--- src/sv/liu_pkg.sv ---
// Shared types and constants for the linear interpolation upsampler.
package liu_pkg;

   localparam int SAMPLE_WIDTH = 16;
   localparam int FACTOR_WIDTH = 6;
   localparam int DIV_CNT_WIDTH = $clog2(SAMPLE_WIDTH);
   localparam logic [FACTOR_WIDTH-1:0] FACTOR_RESET = FACTOR_WIDTH'(16);

   // One gap (or lone tail point) handed from the front to the back.
   typedef struct packed {
      logic [SAMPLE_WIDTH-1:0] prev;      // left point of the gap
      logic [SAMPLE_WIDTH-1:0] cur;       // right point, emitted on a tail
      logic [SAMPLE_WIDTH-1:0] quo_step;  // |cur - prev| / factor
      logic [FACTOR_WIDTH-1:0] rem_step;  // |cur - prev| % factor
      logic [FACTOR_WIDTH-1:0] factor;    // effective factor, never zero
      logic                    neg;       // cur < prev
      logic                    gap;       // emit the interpolated run
      logic                    last;      // emit cur as the final sample
   } cmd_type;

endpackage

--- src/sv/linear_interp_upsampler_core.sv ---
// Top level of the linear interpolation upsampler.
//
//   channel  direction  handshake               payload
//   req      in         req_push / req_full     req_point_value, req_is_last_point
//   rsp      out        rsp_pop / rsp_empty     rsp_sample_value, rsp_last_of_run
//   csr      in         csr_wr_en               csr_wr_data (upsample_factor)
//
// A point that closes a gap holds the front through accept, the step divider (one
// quotient bit per cycle) and the hand-off to the queue, which waits while it is full.
// The back emits one sample per cycle while rsp is popped or empty: factor samples
// per gap, plus one on a last point.
// Reset is synchronous; upsample_factor returns to 16 and the stored point clears.
// req_full is high while the front divides or hands off; a stalled rsp side fills
// the output register and the two-entry queue, and then the front waits to hand off.
module linear_interp_upsampler_core import liu_pkg::*; (
   input  logic                    clock,
   input  logic                    reset,
   input  logic                    req_push,
   output logic                    req_full,
   input  logic [SAMPLE_WIDTH-1:0] req_point_value,
   input  logic                    req_is_last_point,
   output logic                    rsp_empty,
   input  logic                    rsp_pop,
   output logic [SAMPLE_WIDTH-1:0] rsp_sample_value,
   output logic                    rsp_last_of_run,
   input  logic                    csr_wr_en,
   input  logic [FACTOR_WIDTH-1:0] csr_wr_data
);

   logic [FACTOR_WIDTH-1:0] factor_ff;
   logic    cmd_push, cmd_full, cmd_pop, cmd_empty;
   cmd_type cmd_in_data, cmd_out_data;

   always_ff @(posedge clock) begin
      if (reset) begin
         factor_ff <= FACTOR_RESET;
      end else if (csr_wr_en) begin
         factor_ff <= csr_wr_data;
      end
   end

   liu_front u_front (
      .clock             (clock),
      .reset             (reset),
      .req_push          (req_push),
      .req_full          (req_full),
      .req_point_value   (req_point_value),
      .req_is_last_point (req_is_last_point),
      .factor            (factor_ff),
      .cmd_push          (cmd_push),
      .cmd_data          (cmd_in_data),
      .cmd_full          (cmd_full)
   );

   liu_cmd_fifo u_cmd_fifo (
      .clock     (clock),
      .reset     (reset),
      .push      (cmd_push),
      .push_data (cmd_in_data),
      .full      (cmd_full),
      .pop       (cmd_pop),
      .pop_data  (cmd_out_data),
      .empty     (cmd_empty)
   );

   liu_back u_back (
      .clock            (clock),
      .reset            (reset),
      .cmd_data         (cmd_out_data),
      .cmd_empty        (cmd_empty),
      .cmd_pop          (cmd_pop),
      .rsp_empty        (rsp_empty),
      .rsp_pop          (rsp_pop),
      .rsp_sample_value (rsp_sample_value),
      .rsp_last_of_run  (rsp_last_of_run)
   );

endmodule

--- src/sv/liu_front.sv ---
// Front end: accepts points, keeps the previous point, divides the step size.
module liu_front import liu_pkg::*; (
   input  logic                    clock,
   input  logic                    reset,
   input  logic                    req_push,
   output logic                    req_full,
   input  logic [SAMPLE_WIDTH-1:0] req_point_value,
   input  logic                    req_is_last_point,
   input  logic [FACTOR_WIDTH-1:0] factor,
   output logic                    cmd_push,
   output cmd_type                 cmd_data,
   input  logic                    cmd_full
);

   typedef enum logic [1:0] {F_IDLE, F_DIVIDE, F_PUSH} front_state_type;

   front_state_type         state_ff, state_in;
   logic [SAMPLE_WIDTH-1:0] prev_ff, prev_in;
   logic                    have_prev_ff, have_prev_in;
   cmd_type                 cmd_ff, cmd_in;
   logic [FACTOR_WIDTH-1:0] rem_ff, rem_in;
   logic [SAMPLE_WIDTH-1:0] quo_ff, quo_in;
   logic [DIV_CNT_WIDTH-1:0] cnt_ff, cnt_in;

   logic                    accept;
   logic [FACTOR_WIDTH-1:0] factor_eff;
   logic signed [SAMPLE_WIDTH:0] diff;
   logic [SAMPLE_WIDTH-1:0] diff_mag;
   logic [FACTOR_WIDTH:0]   shifted;
   logic [FACTOR_WIDTH:0]   trial;

   assign req_full = (state_ff != F_IDLE);
   assign accept   = req_push && !req_full;
   assign factor_eff = (factor == '0) ? FACTOR_WIDTH'(1) : factor;

   assign diff = $signed({req_point_value[SAMPLE_WIDTH-1], req_point_value})
               - $signed({prev_ff[SAMPLE_WIDTH-1], prev_ff});
   // magnitude of a difference of two samples always fits SAMPLE_WIDTH bits
   assign diff_mag = diff[SAMPLE_WIDTH] ? SAMPLE_WIDTH'(-diff) : diff[SAMPLE_WIDTH-1:0];

   // restoring division, one quotient bit per cycle
   assign shifted = {rem_ff, quo_ff[SAMPLE_WIDTH-1]};
   assign trial   = shifted - {1'b0, cmd_ff.factor};

   assign cmd_push = (state_ff == F_PUSH) && !cmd_full;
   always_comb begin
      cmd_data          = cmd_ff;
      cmd_data.quo_step = quo_ff;
      cmd_data.rem_step = rem_ff;
   end

   always_comb begin
      state_in     = state_ff;
      prev_in      = prev_ff;
      have_prev_in = have_prev_ff;
      cmd_in       = cmd_ff;
      rem_in       = rem_ff;
      quo_in       = quo_ff;
      cnt_in       = cnt_ff;
      unique case (state_ff)
         F_IDLE: begin
            if (accept) begin
               cmd_in.prev   = prev_ff;
               cmd_in.cur    = req_point_value;
               cmd_in.factor = factor_eff;
               cmd_in.neg    = diff[SAMPLE_WIDTH];
               cmd_in.gap    = have_prev_ff;
               cmd_in.last   = req_is_last_point;
               cmd_in.quo_step = '0;
               cmd_in.rem_step = '0;
               rem_in = '0;
               quo_in = diff_mag;
               cnt_in = DIV_CNT_WIDTH'(SAMPLE_WIDTH - 1);
               if (req_is_last_point) begin
                  prev_in      = '0;
                  have_prev_in = 1'b0;
               end else begin
                  prev_in      = req_point_value;
                  have_prev_in = 1'b1;
               end
               if (have_prev_ff) begin
                  state_in = F_DIVIDE;
               end else if (req_is_last_point) begin
                  state_in = F_PUSH;
               end
            end
         end
         F_DIVIDE: begin
            if (!trial[FACTOR_WIDTH]) begin
               rem_in = trial[FACTOR_WIDTH-1:0];
               quo_in = {quo_ff[SAMPLE_WIDTH-2:0], 1'b1};
            end else begin
               rem_in = shifted[FACTOR_WIDTH-1:0];
               quo_in = {quo_ff[SAMPLE_WIDTH-2:0], 1'b0};
            end
            cnt_in = cnt_ff - 1'b1;
            if (cnt_ff == '0) begin
               state_in = F_PUSH;
            end
         end
         F_PUSH: begin
            if (!cmd_full) begin
               state_in = F_IDLE;
            end
         end
         default: state_in = F_IDLE;
      endcase
   end

   always_ff @(posedge clock) begin
      if (reset) begin
         state_ff     <= F_IDLE;
         prev_ff      <= '0;
         have_prev_ff <= 1'b0;
      end else begin
         state_ff     <= state_in;
         prev_ff      <= prev_in;
         have_prev_ff <= have_prev_in;
      end
      cmd_ff <= cmd_in;
      rem_ff <= rem_in;
      quo_ff <= quo_in;
      cnt_ff <= cnt_in;
   end

endmodule

--- src/sv/liu_cmd_fifo.sv ---
// Two-entry command queue between front and back.
module liu_cmd_fifo import liu_pkg::*; (
   input  logic    clock,
   input  logic    reset,
   input  logic    push,
   input  cmd_type push_data,
   output logic    full,
   input  logic    pop,
   output cmd_type pop_data,
   output logic    empty
);

   cmd_type    entry_ff [2];
   logic       wr_ptr_ff, wr_ptr_in;
   logic       rd_ptr_ff, rd_ptr_in;
   logic [1:0] count_ff, count_in;
   logic       do_push, do_pop;

   assign full     = (count_ff == 2'd2);
   assign empty    = (count_ff == 2'd0);
   assign do_push  = push && !full;
   assign do_pop   = pop && !empty;
   assign pop_data = entry_ff[rd_ptr_ff];

   always_comb begin
      wr_ptr_in = do_push ? !wr_ptr_ff : wr_ptr_ff;
      rd_ptr_in = do_pop ? !rd_ptr_ff : rd_ptr_ff;
      count_in  = count_ff + {1'b0, do_push} - {1'b0, do_pop};
   end

   always_ff @(posedge clock) begin
      if (reset) begin
         wr_ptr_ff <= 1'b0;
         rd_ptr_ff <= 1'b0;
         count_ff  <= '0;
      end else begin
         wr_ptr_ff <= wr_ptr_in;
         rd_ptr_ff <= rd_ptr_in;
         count_ff  <= count_in;
      end
      if (do_push) begin
         entry_ff[wr_ptr_ff] <= push_data;
      end
   end

endmodule

--- src/sv/liu_back.sv ---
// Back end: walks a gap one sample per cycle into the output register while it is empty or popped.
module liu_back import liu_pkg::*; (
   input  logic                    clock,
   input  logic                    reset,
   input  cmd_type                 cmd_data,
   input  logic                    cmd_empty,
   output logic                    cmd_pop,
   output logic                    rsp_empty,
   input  logic                    rsp_pop,
   output logic [SAMPLE_WIDTH-1:0] rsp_sample_value,
   output logic                    rsp_last_of_run
);

   typedef enum logic [1:0] {B_IDLE, B_GAP, B_TAIL} back_state_type;

   back_state_type          state_ff, state_in;
   cmd_type                 cmd_ff, cmd_in;
   logic [SAMPLE_WIDTH-1:0] q_ff, q_in;
   logic [FACTOR_WIDTH-1:0] r_ff, r_in;
   logic [FACTOR_WIDTH-1:0] k_ff, k_in;
   logic                    out_valid_ff, out_valid_in;
   logic [SAMPLE_WIDTH-1:0] out_sample_ff, out_sample_in;
   logic                    out_last_ff, out_last_in;

   logic                    advance;
   logic                    final_k;
   logic [FACTOR_WIDTH:0]   r_sum;
   logic                    carry;
   logic signed [SAMPLE_WIDTH:0] interp;

   assign advance = !out_valid_ff || rsp_pop;
   assign cmd_pop = (state_ff == B_IDLE) && !cmd_empty;
   assign final_k = (k_ff == cmd_ff.factor - 1'b1);

   // running |diff|*k split as q*factor + r, with r kept below factor
   assign r_sum = {1'b0, r_ff} + {1'b0, cmd_ff.rem_step};
   assign carry = (r_sum >= {1'b0, cmd_ff.factor});
   assign interp = cmd_ff.neg
      ? $signed({cmd_ff.prev[SAMPLE_WIDTH-1], cmd_ff.prev}) - $signed({1'b0, q_ff})
      : $signed({cmd_ff.prev[SAMPLE_WIDTH-1], cmd_ff.prev}) + $signed({1'b0, q_ff});

   assign rsp_empty        = !out_valid_ff;
   assign rsp_sample_value = out_sample_ff;
   assign rsp_last_of_run  = out_last_ff;

   always_comb begin
      state_in      = state_ff;
      cmd_in        = cmd_ff;
      q_in          = q_ff;
      r_in          = r_ff;
      k_in          = k_ff;
      out_valid_in  = out_valid_ff;
      out_sample_in = out_sample_ff;
      out_last_in   = out_last_ff;
      if (advance) begin
         out_valid_in = 1'b0;
      end
      unique case (state_ff)
         B_IDLE: begin
            if (!cmd_empty) begin
               cmd_in   = cmd_data;
               q_in     = '0;
               r_in     = '0;
               k_in     = '0;
               state_in = cmd_data.gap ? B_GAP : B_TAIL;
            end
         end
         B_GAP: begin
            if (advance) begin
               out_valid_in  = 1'b1;
               out_sample_in = interp[SAMPLE_WIDTH-1:0];
               out_last_in   = !cmd_ff.last && final_k;
               q_in = q_ff + cmd_ff.quo_step + SAMPLE_WIDTH'(carry);
               r_in = carry ? FACTOR_WIDTH'(r_sum - {1'b0, cmd_ff.factor})
                            : r_sum[FACTOR_WIDTH-1:0];
               k_in = k_ff + 1'b1;
               if (final_k) begin
                  state_in = cmd_ff.last ? B_TAIL : B_IDLE;
               end
            end
         end
         B_TAIL: begin
            if (advance) begin
               out_valid_in  = 1'b1;
               out_sample_in = cmd_ff.cur;
               out_last_in   = 1'b1;
               state_in      = B_IDLE;
            end
         end
         default: state_in = B_IDLE;
      endcase
   end

   always_ff @(posedge clock) begin
      if (reset) begin
         state_ff     <= B_IDLE;
         out_valid_ff <= 1'b0;
      end else begin
         state_ff     <= state_in;
         out_valid_ff <= out_valid_in;
      end
      cmd_ff        <= cmd_in;
      q_ff          <= q_in;
      r_ff          <= r_in;
      k_ff          <= k_in;
      out_sample_ff <= out_sample_in;
      out_last_ff   <= out_last_in;
   end

endmodule

--- config.mk ---
export PLATFORM = sky130hd
export DESIGN_NAME = linear_interp_upsampler_core
export DESIGN_NICKNAME = d
export VERILOG_FILES = /design/src/sv/liu_pkg.sv /design/src/sv/linear_interp_upsampler_core.sv /design/src/sv/liu_front.sv /design/src/sv/liu_cmd_fifo.sv /design/src/sv/liu_back.sv
export SDC_FILE = /design/constraint.sdc
export NUM_CORES = 1
export LEC_CHECK = 0
export BUFFER_PORTS_ARGS = -buffer_cell sky130_fd_sc_hd__buf_2
export CORE_UTILIZATION = 60
export CTS_CLUSTER_DIAMETER = 30
export CTS_CLUSTER_SIZE = 20
export DETAILED_ROUTE_END_ITERATION = 16
export PLACE_DENSITY = 0.8
export SLEW_MARGIN = 20
export SYNTH_ARGS = -nofsm -noshare
export SYNTH_HDL_FRONTEND = slang
export SYNTH_SLANG_ARGS = --single-unit
--- constraint.sdc ---
create_clock -name clock -period 7.9 [get_ports clock]
set_clock_uncertainty 0.1 [all_clocks]
set_input_delay 1.185 -clock clock [delete_from_list [all_inputs] [get_ports clock]]
set_output_delay 1.185 -clock clock [all_outputs]
set_load 0.005 [all_outputs]
==> impl_summary.txt <==
----------------------------------------------------
[Run status]
  Status ... finished, final reports clean

[Worst setup path]
  Required @ worst endpoint ... about 8.1 ns
  Critical Path Slowest Stage Cell ... sky130_fd_sc_hd__fa_1
  Worst setup EP type ... flip-flop
  Crit path buf inv count ... 3
  Critical Path Fanout Max ... 6
  CP startpoint kind ... flip-flop
  Crit-path most repeated cell ... sky130_fd_sc_hd__a21o_1
  Register-to-Register Setup Slack ... between 2 and 2.5 ns
  Highest cell delay on the worst timing path ... approximately 0.43 ns
  Worst setup path category ... flip-flop to flip-flop
  Gate family responsible for the most delay along the worst path ... compound AO/OA/AOI/OAI gates
  WP data arrival ... between 5 and 6 ns
  Crit-path cells ... ha_1, inv_1, fa_1, inv_1, ha_1, a21o_1, a21o_1, a21o_1, a21oi_1, nand2_1, a21oi_2, inv_1, fa_1, fa_1, a21o_1, a21oi_1, o21bai_1, a21o_1, a21oi_1, o21ai_0, a21oi_1, xor2_1, nor2_1

[Synthesis]
  Predominant post-synthesis flop cell ... sky130_fd_sc_hd__edfxtp_1
  Multiplexer fraction of the synthesized cell area ... around 6%
  Share of the synthesized area in compound gates (AO/OA/AOI/OAI) ... approximately 9%
  YS warnings ... 0
  Adder and majority gate portion of the synthesized area ... about 6.7%
  Seq cells post-synth ... 333
  Area share of xor/xnor cells in the synthesized design ... under 10%
  Synthesized-area fraction occupied by and/or/nand/nor cells ... around 9.1%
  Syn Area/Cell ... between 10 and 15 um^2
  Portion of the post-synthesis area used by sequential elements ... between 60% and 70%
  Library cells used by synthesis ... 74
  Dominant combinational cell family by area after synthesis ... simple AND/OR/NAND/NOR gates
  Post-synth EDFFs ... 300
  Combined area of all synthesized cells ... around 0.016 mm^2
  Instance count of the mapped netlist ... ~1200
  Syn nets ... 1314
  Post-synthesis async set-or-reset flop share ... 0%

[Global routing]
  Number of antenna violations at the first check in global routing ... 1
  Global Route Usage Sum ... between 20% and 30%
  Largest net degree at the start of global routing ... 64
  Aggregate global routing overflow ... 0
  Vias in the first global route ... between 9000 and 10000
  First-pass GRT wire length ... a little under 50 mm

[Route]
  Post-detailed-route via-to-cell ratio ... approximately 5.8
  Total length of routed met2 wires ... 14.68 mm
  Routed wirelength normalized by instance count ... about 19 um
  Number of nets still failing antenna checks after routing ... 0
  Initial detailed-routing violation count ... around 840
  Number of vias after detailed routing ... slightly below 10000
  Met1 routed wirelength after detailed routing ... ~14 mm
  Routed met3 length ... slightly below 2 mm
  Top layer reached by signal wires ... met4
  First-pass detailed-route iteration total ... 5
  Total Wirelength ... 31.12 mm
  DRC violation count after routing ... 0

[Floorplan]
  Placeable core region ... 0.02547 mm^2
  Core Rows ... 58
  Horizontal die dimension ... 163.9 um
  Floorplan die area ... 0.02686 mm^2
  Die extent in y ... 163.9 um
  Initial standard-cell utilization of the core ... about 62%
  Number of top-level design ports ... 47

[Place]
  Number of placed cells counting well taps ... between 1500 and 2000
  Total of buffers placed on input and output ports ... between 40 and 50
  Detail Placement HPWL ... 19.62 mm
  Global placer's final weighted congestion ... just over 0.9

[Min path]
  Worst Hold Class ... flip-flop to flip-flop

[Clocking]
  Setup Buffers After CTS ... 0
  # hold bufs at CTS ... 0
  Clk slew on worst S/H paths ... about 0.070 ns
  H-tree level count ... 2
  Clk buf depth ... 3
  Number of resized instances in the post-cts repair step ... 0
  Worst-Skew Late Latency ... around 0.55 ns
  # clock sinks ... about 330
  CTS root buffer ... sky130_fd_sc_hd__clkbuf_16
  Clock tree from TritonCTS ... yes
  Inserted Clock Buffers ... 52

[STA]
  Transition at the pin with the smallest max-transition slack ... around 0.89 ns
  Number of pins with negative max-slew slack in the final report ... 0
  Ratio of final minimum period to clock period ... between 70% and 80%
  Setup repair after global routing missed its margin ... false
  Worst slew slack as a fraction of its limit ... 40.44%
  Clock period minus final worst setup slack ... 5.663 ns
  Final setup violation count ... 0
  Max Clock Freq ... 176.6 MHz
  Setup TNS ... 0 ns
  Final Hold Violating Endpoints ... 0

[Layout]
  Commonest non-fill, non-tap cell in the layout ... sky130_fd_sc_hd__edfxtp_1
  Post-layout nets ... ~1400
  Number of filler cells placed in the layout ... ~1600
  Final standard cell count with taps included and fillers excluded ... about 1600
  Proportion of layout cells with a drive suffix above 1 ... 18.53%
  Commonest cells after routing, fill and taps aside ... sky130_fd_sc_hd__edfxtp_1 (300), sky130_fd_sc_hd__nor2_1 (119), sky130_fd_sc_hd__a21oi_1 (80)
  N_diodes ... 0
  Synthesis-to-layout area growth ... 15.64%

[Power]
  Static Leakage ... approximately 0.0067 uW
  Maximum vdd ir drop ... between 0.2 and 0.25 mV
  Power density over the cells ... around 420 mW/mm^2

[Flow run]
  Max-cap check violation count ... 0

----------------------------------------------------
-- logic make-up (layout without fill, tap and decap cells) --
| family | count (synthesis) | count (layout) |
|---|---|---|
| DFF | 333 | 333 |
| and+or+nand+nor | 287 | 287 |
| AOI/OAI and AO/OA | 218 | 218 |
| buffers and inverters | 114 | 225 |
| xor gates and xnor gates | 90 | 90 |
| muxes | 84 | 84 |
| adders and majority gates | 80 | 80 |
-- layer usage --
layer	up-vias	track usage [%]
li1	4563	-
met1	4669	33.32
met2	339	38.08
met3	63	4.369
met4	0	7.323
met5	-	0
-- synthesized netlist by cell type, types with 3 or more instances --
| cell type | n | area share (%) |
|---|---|---|
| sky130_fd_sc_hd__a31oi_1 | 10 | 0.40 |
| sky130_fd_sc_hd__nor2b_1 | 15 | 0.60 |
| sky130_fd_sc_hd__edfxtp_1 | 300 | 57 |
| sky130_fd_sc_hd__nand2_1 | 42 | 1.0 |
| sky130_fd_sc_hd__dfxtp_1 | 33 | 4.2 |
| sky130_fd_sc_hd__nand2b_1 | 13 | 0.52 |
| sky130_fd_sc_hd__or2_2 | 4 | 0.16 |
| sky130_fd_sc_hd__o31ai_1 | 4 | 0.19 |
| sky130_fd_sc_hd__nor3b_1 | 18 | 0.86 |
| sky130_fd_sc_hd__and2_1 | 13 | 0.52 |
| sky130_fd_sc_hd__nor3_1 | 22 | 0.70 |
| sky130_fd_sc_hd__mux2i_1 | 19 | 1.2 |
| sky130_fd_sc_hd__nand4_1 | 4 | 0.16 |
| sky130_fd_sc_hd__o21ai_1 | 3 | 0.095 |
| sky130_fd_sc_hd__buf_2 | 4 | 0.13 |
| sky130_fd_sc_hd__fa_1 | 7 | 0.89 |
| sky130_fd_sc_hd__a21oi_1 | 81 | 2.6 |
| sky130_fd_sc_hd__a21o_1 | 18 | 0.86 |
| sky130_fd_sc_hd__xnor2_1 | 60 | 3.3 |
| sky130_fd_sc_hd__mux2_2 | 65 | 4.7 |
| sky130_fd_sc_hd__nor2_1 | 119 | 2.8 |
| sky130_fd_sc_hd__o21ai_0 | 36 | 1.1 |
| sky130_fd_sc_hd__clkbuf_1 | 32 | 0.76 |
| sky130_fd_sc_hd__o31a_1 | 4 | 0.22 |
| sky130_fd_sc_hd__or3_1 | 6 | 0.24 |
| sky130_fd_sc_hd__o21a_1 | 7 | 0.33 |
| sky130_fd_sc_hd__a211oi_1 | 11 | 0.53 |
| sky130_fd_sc_hd__o211ai_1 | 4 | 0.19 |
| sky130_fd_sc_hd__buf_4 | 3 | 0.14 |
| sky130_fd_sc_hd__o21bai_1 | 9 | 0.43 |
| sky130_fd_sc_hd__ha_1 | 73 | 5.8 |
| sky130_fd_sc_hd__xor2_1 | 29 | 1.6 |
| sky130_fd_sc_hd__nand3_1 | 13 | 0.41 |
| sky130_fd_sc_hd__inv_1 | 72 | 1.7 |
| sky130_fd_sc_hd__a211o_1 | 4 | 0.22 |
-- report_power, final --
group / total, uW / internal, uW / switching [uW] / leakage (uW)
combinational: 2600 / 1120 / 1490 / 0.00277
clock: 2390 / 1540 / 858 / 0.000899
sequential: 2690 / 2450 / 240 / 0.00308
-- sequential cells by signal, summed over array words and instances (netlist names), 6 cells and up, named ones only --
name,flops
factor_ff,6
u_back.cmd_ff,62
u_back.k_ff,6
u_back.q_ff,16
u_back.r_ff,6
u_back.rsp_sample_value,16
u_cmd_fifo.entry_ff,126
u_front.cmd_data,41
u_front.prev_ff,16
u_front.quo_ff,16
u_front.rem_ff,6
-- final timing paths --
kind	startpoint	to	depth (start not counted)
setup / recovery	u_back.r_ff[0]	u_back.q_ff[10]	23
hold / removal	u_front.cmd_data[35]	u_cmd_fifo.entry_ff[0][35]	0
setup reg to reg	u_back.r_ff[0]	u_back.q_ff[10]	23
hold reg to reg	u_front.cmd_data[35]	u_cmd_fifo.entry_ff[0][35]	0
-- cell type report --
cell class                      count  area [um^2]  share of cell area, %
Clock inverter                     38        493.0                  2.711
Multi-Input combinational cell    759         5633                  30.98
Inverter                           73        274.0                  1.507
Timing Repair Buffer               55        297.8                  1.638
Clock buffer                       59         1401                  7.707
Sequential cell                   333         9671                  53.19
Tap cell                          330        412.9                  2.271
-- through the flow --
stage	hold WS, ns	power [uW]	utilization [%]	worst slack (ns)	area, um^2
after floorplan	0.3215	4640	-	2.877	15720
after global placement	0.3233	5141	63.94	2.556	16290
after detailed placement	0.3296	5247	63.94	2.349	16290
after CTS	0.3360	7704	71.37	2.274	18180
after global routing	0.3458	8103	71.38	1.822	18180
final	0.3384	7689	71.38	2.237	18180
No activity file was read; power rests on OpenSTA's default activity.
